$ cat src/m2mce_pkg.sv
// ----------------------------------------------------------------------------
// m2mce_pkg
// Shared function codes, status codes and the controller/datapath interface
// types for the memory-to-memory execute core.
// ----------------------------------------------------------------------------
`default_nettype none

package m2mce_pkg;

  localparam logic [4:0] F_SET   = 5'd0;
  localparam logic [4:0] F_CPY   = 5'd1;
  localparam logic [4:0] F_CPYI  = 5'd2;
  localparam logic [4:0] F_CPYI2 = 5'd3;
  localparam logic [4:0] F_ADD   = 5'd4;
  localparam logic [4:0] F_ADDI  = 5'd5;
  localparam logic [4:0] F_SUBI  = 5'd6;
  localparam logic [4:0] F_JIF   = 5'd7;
  localparam logic [4:0] F_PUSH  = 5'd8;
  localparam logic [4:0] F_POP   = 5'd9;
  localparam logic [4:0] F_CALL  = 5'd10;
  localparam logic [4:0] F_RET   = 5'd11;
  localparam logic [4:0] F_HLT   = 5'd12;
  localparam logic [4:0] F_USER  = 5'd13;
  localparam logic [4:0] F_SPRN  = 5'd14;
  localparam logic [4:0] F_SHLT  = 5'd15;
  localparam logic [4:0] F_SYLD  = 5'd16;
  localparam logic [4:0] F_LOAD  = 5'd17;
  localparam logic [4:0] F_READ  = 5'd18;

  localparam logic [2:0] ST_OK    = 3'd0;
  localparam logic [2:0] ST_ADDR  = 3'd1;
  localparam logic [2:0] ST_IND   = 3'd2;
  localparam logic [2:0] ST_OVF   = 3'd3;
  localparam logic [2:0] ST_BADSP = 3'd4;
  localparam logic [2:0] ST_INVAL = 3'd5;

  typedef struct packed {
    logic       clr_step;
    logic       capture;
    logic       rd_issue;
    logic       rd_latch;
    logic       wr;
    logic       fin;
    logic [1:0] k;
  } cmd_t;

  typedef struct packed {
    logic       clr_last;
    logic [1:0] n_rd;
    logic [1:0] n_wr;
    logic       err;
    logic       out_free;
  } sts_t;

endpackage

`default_nettype wire

$ cat src/m2mce_ctrl.sv
// ----------------------------------------------------------------------------
// m2mce_ctrl
// Sequencer: clearing pass, operand reads, checks, writes and completion.
// ----------------------------------------------------------------------------
`default_nettype none

module m2mce_ctrl
  import m2mce_pkg::*;
(
  input  wire logic clk,
  input  wire logic rst_n,
  input  wire logic in_valid,
  output logic      in_stall,
  input  wire sts_t sts,
  output cmd_t      cmd
);

  typedef enum logic [2:0] {S_CLR, S_IDLE, S_RD, S_RL, S_CHK, S_WR, S_FIN} state_t;

  state_t     state_r;
  logic [1:0] k_r;

  assign in_stall = (state_r != S_IDLE);

  always_comb begin
    cmd          = '0;
    cmd.k        = k_r;
    cmd.clr_step = (state_r == S_CLR);
    cmd.capture  = (state_r == S_IDLE) && in_valid;
    cmd.rd_issue = (state_r == S_RD) && (k_r != sts.n_rd);
    cmd.rd_latch = (state_r == S_RL);
    cmd.wr       = (state_r == S_WR);
    cmd.fin      = (state_r == S_FIN) && sts.out_free;
  end

  always_ff @(posedge clk) begin
    if (!rst_n) begin
      state_r <= S_CLR;
      k_r     <= '0;
    end else begin
      unique case (state_r)
        S_CLR: begin
          if (sts.clr_last) state_r <= S_IDLE;
        end
        S_IDLE: begin
          k_r <= '0;
          if (in_valid) state_r <= S_RD;
        end
        S_RD: begin
          if (k_r == sts.n_rd) state_r <= S_CHK;
          else state_r <= S_RL;
        end
        S_RL: begin
          k_r     <= k_r + 2'd1;
          state_r <= S_RD;
        end
        S_CHK: begin
          k_r <= '0;
          if (sts.err || sts.n_wr == 2'd0) state_r <= S_FIN;
          else state_r <= S_WR;
        end
        S_WR: begin
          k_r <= k_r + 2'd1;
          if (k_r + 2'd1 == sts.n_wr) state_r <= S_FIN;
        end
        S_FIN: begin
          if (sts.out_free) state_r <= S_IDLE;
        end
        default: state_r <= S_CLR;
      endcase
    end
  end

  a_no_write_on_error: assert property (@(posedge clk) disable iff (!rst_n)
    cmd.wr |-> !sts.err) else $error("write issued for a failing instruction");
  a_fin_needs_slot: assert property (@(posedge clk) disable iff (!rst_n)
    cmd.fin |-> sts.out_free) else $error("completion without a free output slot");
  a_write_index: assert property (@(posedge clk) disable iff (!rst_n)
    state_r == S_WR |-> k_r < sts.n_wr) else $error("write index beyond plan");
  a_accept_reads: assert property (@(posedge clk) disable iff (!rst_n)
    cmd.capture |=> state_r == S_RD && k_r == 2'd0) else $error("bad start");

endmodule

`default_nettype wire

$ cat config.mk
export PLATFORM = sky130hd
export DESIGN_NAME = m2mce_ctrl
export DESIGN_NICKNAME = d
export VERILOG_FILES = /design/src/m2mce_pkg.sv /design/src/m2mce_ctrl.sv
export SDC_FILE = /design/constraint.sdc
export NUM_CORES = 1
export LEC_CHECK = 0
export BUFFER_PORTS_ARGS = -buffer_cell sky130_fd_sc_hd__buf_2
export CAP_MARGIN = 20
export CORE_AREA = 2 2 39 41
export DETAILED_ROUTE_END_ITERATION = 16
export DIE_AREA = 0 0 41 43
export HOLD_SLACK_MARGIN = 0.03
export PLACE_DENSITY_LB_ADDON = 0.05
export SLEW_MARGIN = 10
export SYNTH_ARGS = -nofsm -noshare
export SYNTH_HDL_FRONTEND = slang
export SYNTH_SLANG_ARGS = --single-unit
$ cat constraint.sdc
create_clock -name clk -period 2.8 [get_ports clk]
set_clock_uncertainty 0.05 [all_clocks]
set_input_delay 0.56 -clock clk [delete_from_list [all_inputs] [get_ports clk]]
set_output_delay 0.56 -clock clk [all_outputs]
set_load 0.1 [all_outputs]
Yosys cells after proc, flatten, opt, wreduce, memory -nomap -nowiden
Index checks and enable logic that the tools add are counted.

Bits in registers: 5. Input bits: 10. Logic and storage cells: 35.

Add/sub/neg operators: 1. Equal/unequal tests: 14. Muxes and demuxes: 8. Reduce and logical (&&, ||, !) cells: 10.

Operator list (number): case mux 3 bit (7 select lines) (1); 2-to-1 mux 3 bit (5); == test 3 bit, second input constant (3); == test 3 x 2 -> 1 bit, second input constant (2); != test 2 bit, second input constant (3); == test 2 bit (2); case mux 2 bit (2 select lines) (1); AND reduction 4 bit (1); OR reduction 2 bit (2); == test 3 x 1 -> 1 bit, second input constant (1); logical AND 1 bit (3); logical NOT 3 bit (1); != test 3 x 1 -> 1 bit, second input constant (1); adder 2 x 1 -> 2 bit, second input constant (1); logical NOT 2 bit (1); 2-to-1 mux 2 bit (1); != test 2 x 1 -> 1 bit, second input constant (1); != test 2 bit (1); nonzero test 2 bit (1); logical OR 1 bit (1).

Logic depth before layout (Yosys ltp)
Word-level depth: 4. Gate-level depth with buffers: 5. Depth with buffers taken out: 4.

Worst setup path after synthesis
No wires, ideal clock.

Path type: register -> output. Start: reg state_r[2]. End: out cmd[2] (netlist bit). Arrival: 2653 ps. Setup slack: -463 ps. Stages on the path, launching flop included: 4. Path through: dfxtp_1 buf_2 nand2_1 nor3_1.

RTL lines: start, declared (line m2mce_ctrl.sv:20) `state_t state_r;`; start signal, assigned (line m2mce_ctrl.sv:38) `state_r <= S_CLR;`; start signal, assigned (line m2mce_ctrl.sv:43) `if (sts.clr_last) state_r <= S_IDLE;`; start signal, assigned (line m2mce_ctrl.sv:47) `if (in_valid) state_r <= S_RD;`; end, declared (line m2mce_ctrl.sv:15) `output cmd_t cmd`.

==> results by group <==
Final layout
  • Fill count: 157
  • Ratio of cells with drive above 1 in the final layout: 39.2%
  • Layout area overhead: 33.3%
  • Number of nets in the final layout: 90
  • Top library cells by usage in the layout, fill and taps aside: 18 x buf_2, 5 x a21oi_1, 4 x xnor2_1, 4 x nor2b_1, 4 x nand2_1
  • Commonest non-fill, non-tap cell in the layout: buf_2
  • Multi-input logic area: 330 sq um
  • Inserted Diodes: 0
  • Area taken by flip-flops and latches: 108 sq um

Critical path
  • CP required: 2.19 ns
  • Worst Reg-to-Reg Cells: 4
  • Class of the most critical setup path: flip-flop to output port
  • Worst-case register-to-register setup slack: 1.30 ns
  • First element of the critical path: state_r[1]
  • Critical path endpoint: cmd[5]
  • Worst endpoint data arrival time: 1.79 ns
  • Startpoint Class: flip-flop
  • Top fanout value on the critical path: 11
  • Type of destination of the critical path: output port
  • R2R Path End: state_r[0]
  • Critical register-to-register path startpoint: state_r[0]

Floorplan
  • Overall die height: 43 um
  • Site row count: 14
  • Total I/O pin count: 19
  • Total die area: 1760 sq um
  • Core Box Area: 1380 sq um
  • Starting density of the core: 32.5%
  • Die width: 41 um

Run
  • Max_cap viols: 0

Detailed routing
  • First DRT Iteration DRCs: 2
  • Final antenna-violating net count: 0
  • Routed WL per cell: 11.5 um
  • Wire length reported by the detailed router: 1090 um
  • Via count: 480
  • Post-route DRC: 0
  • Router iterations before antenna repair: 4
  • Mean number of vias per cell: 5.05

Pwr
  • Internal power of the cells: 0.000189 W
  • Net switching power: 0.000192 W
  • Power per standard cell area: 635 nW/um^2
  • Comb power frac: 54.3%
  • Share of total power in sequential cells: 23.0%
  • Leak: 0.257 nW
  • Switching share of total power: 50.4%
  • Clk network pwr share: 22.7%
  • Total power: 0.000381 W
  • Max rail drop VDD: 257 uV

Synth
  • Synth async-reset ratio: 0%
  • Synthesized area per cell: 7.63 sq um
  • Distinct cell type count of the synthesized netlist: 28
  • Count of flip-flops with a built-in enable after synthesis: 0
  • Synthesized instance count: 59
  • Number of storage elements in the synthesis netlist: 5
  • Post-synthesis net count: 69
  • Sequential element share of the synthesized area: 22.2%
  • Mapped Area: 450 sq um
  • Prevailing post-synth register cell: dfxtp_1
  • Number of warnings issued by yosys: 0

Hold path
  • Hold/Removal Path Class: primary input to flip-flop

Global routing
  • Overall Global Routing Usage: 13.8%
  • First-pass GRT wire length: 1640 um
  • Antenna violations before repair: 0
  • Pin count of the biggest net entering global routing: 15
  • Vias in the first global route: 412
  • Total gr overflow: 0

STA
  • Slew @ Worst Pin: 0.486 ns
  • Unrepaired setup endpoints after global routing: false
  • Final slew viol count: 0
  • Setup Viol. Count Final: 0
  • Relative max-transition margin: 67.8%
  • Setup total negative slack: 0 ns
  • Post-route minimum period: 2.40 ns
  • Final period util: 85.6%
  • Minimum setup slack in the final design: 0.403 ns
  • Max Freq: 417 MHz
  • Total count of hold-check failures in the final report: 0

Clock tree
  • Count of buffers added by post-CTS timing repair for setup: 0
  • Latest clock arrival within the worst-skew pair: 0.24 ns
  • Clock sink count: 5
  • Max clock buf depth: 2
  • Reg clk slew, reported paths: 0.05 ns
  • TritonCTS clock tree: done
  • Cts repair resizes: 0
  • CTS root buf: clkbuf_4
  • Hold buffer count at CTS: 0
  • Inserted Clock Buffers: 3
  • Count of H-tree levels built during CTS: 1

Run status
  • Status: complete, no violations

Placed design
  • Port-buffer cells: 18
  • Global placer's final weighted congestion: 0.726
  • DP HPWL: 845 um
  • Worst slack after detailed placement: 0.461 ns
## state kept, by name (all words and copies together) (netlist names)
signal and count:
state_r 3, k_r 2
## kinds of logic after synthesis
family	Yosys count	share of synthesized area, %
buffers and inverters	7	7.22
DFF	5	22.2
muxes	1	2.22
and+or+nand+nor	24	30.0
xor gates and xnor gates	4	7.78
AOI/OAI and AO/OA	18	30.6
## worst min-delay path by stage
stage | startpoint | to | slack [ns] | cells past startpoint
final | rst_n | state_r[2] | 0.48 | 2
after global routing | rst_n | state_r[2] | 0.49 | 2
after CTS | rst_n | state_r[2] | 0.48 | 2
after detailed placement | k_r[1] | k_r[1] | 0.52 | 2
after global placement | k_r[0] | k_r[0] | 0.52 | 2
after floorplan | state_r[1] | state_r[1] | 0.56 | 3
## stage by stage
step                area [sq um]  hold slack (ns)  util, %  std cells
finish                       601            0.482     43.4         95
global route                 601            0.487     43.4         95
CTS                          601            0.475     43.4         95
detailed placement           574            0.519     41.5         91
global placement             574            0.522     41.5         91
floorplan                    470            0.556        -         59
## cells in the mapped netlist, types with 3 or more instances
cell type / count / share of area [%]
a21oi_1: 5 / 5.6
dfxtp_1: 5 / 22
xnor2_1: 4 / 7.8
nor2b_1: 4 / 5.6
inv_1: 3 / 2.5
nand2_1: 4 / 3.3
nor2_1: 4 / 3.3
nor3_1: 3 / 3.3
## layer usage
layer | vias to the layer above | global-route usage, % | share of wire [%]
met2 | 8 | 19.4 | 48
met5 | - | 0 | 0
li1 | 248 | - | -
met1 | 224 | 18.4 | 48
met3 | 0 | 1.57 | 4.3
met4 | 0 | 10.0 | 0
## power by group through the flow
stage | Clock [W] | Combinational (W) | Sequential (W)
3_3_place_gp | 0 | 0.000208 | 0.0000892
3_5_place_dp | 0 | 0.000208 | 0.0000888
2_1_floorplan | 0 | 0.000173 | 0.0000914
4_1_cts | 0.0000916 | 0.000208 | 0.0000874
5_1_grt | 0.0000909 | 0.000219 | 0.0000885
6_report | 0.0000867 | 0.000207 | 0.0000875
## final cells by class
cell class	instances	share of cell area, %
Multi-Input combinational cell	47	55.0
Sequential cell	5	17.9
Clock buffer	4	4.38
Tap cell	16	3.33
Inverter	3	1.88
Timing Repair Buffer	20	17.5
## worst max-delay path, cell delays in order (launching register included)
cell	delay (ns)
dfxtp_1	0.55
inv_1	0.18
a2111oi_4	0.32
buf_2	0.49
(Power assumes the default switching activity.)
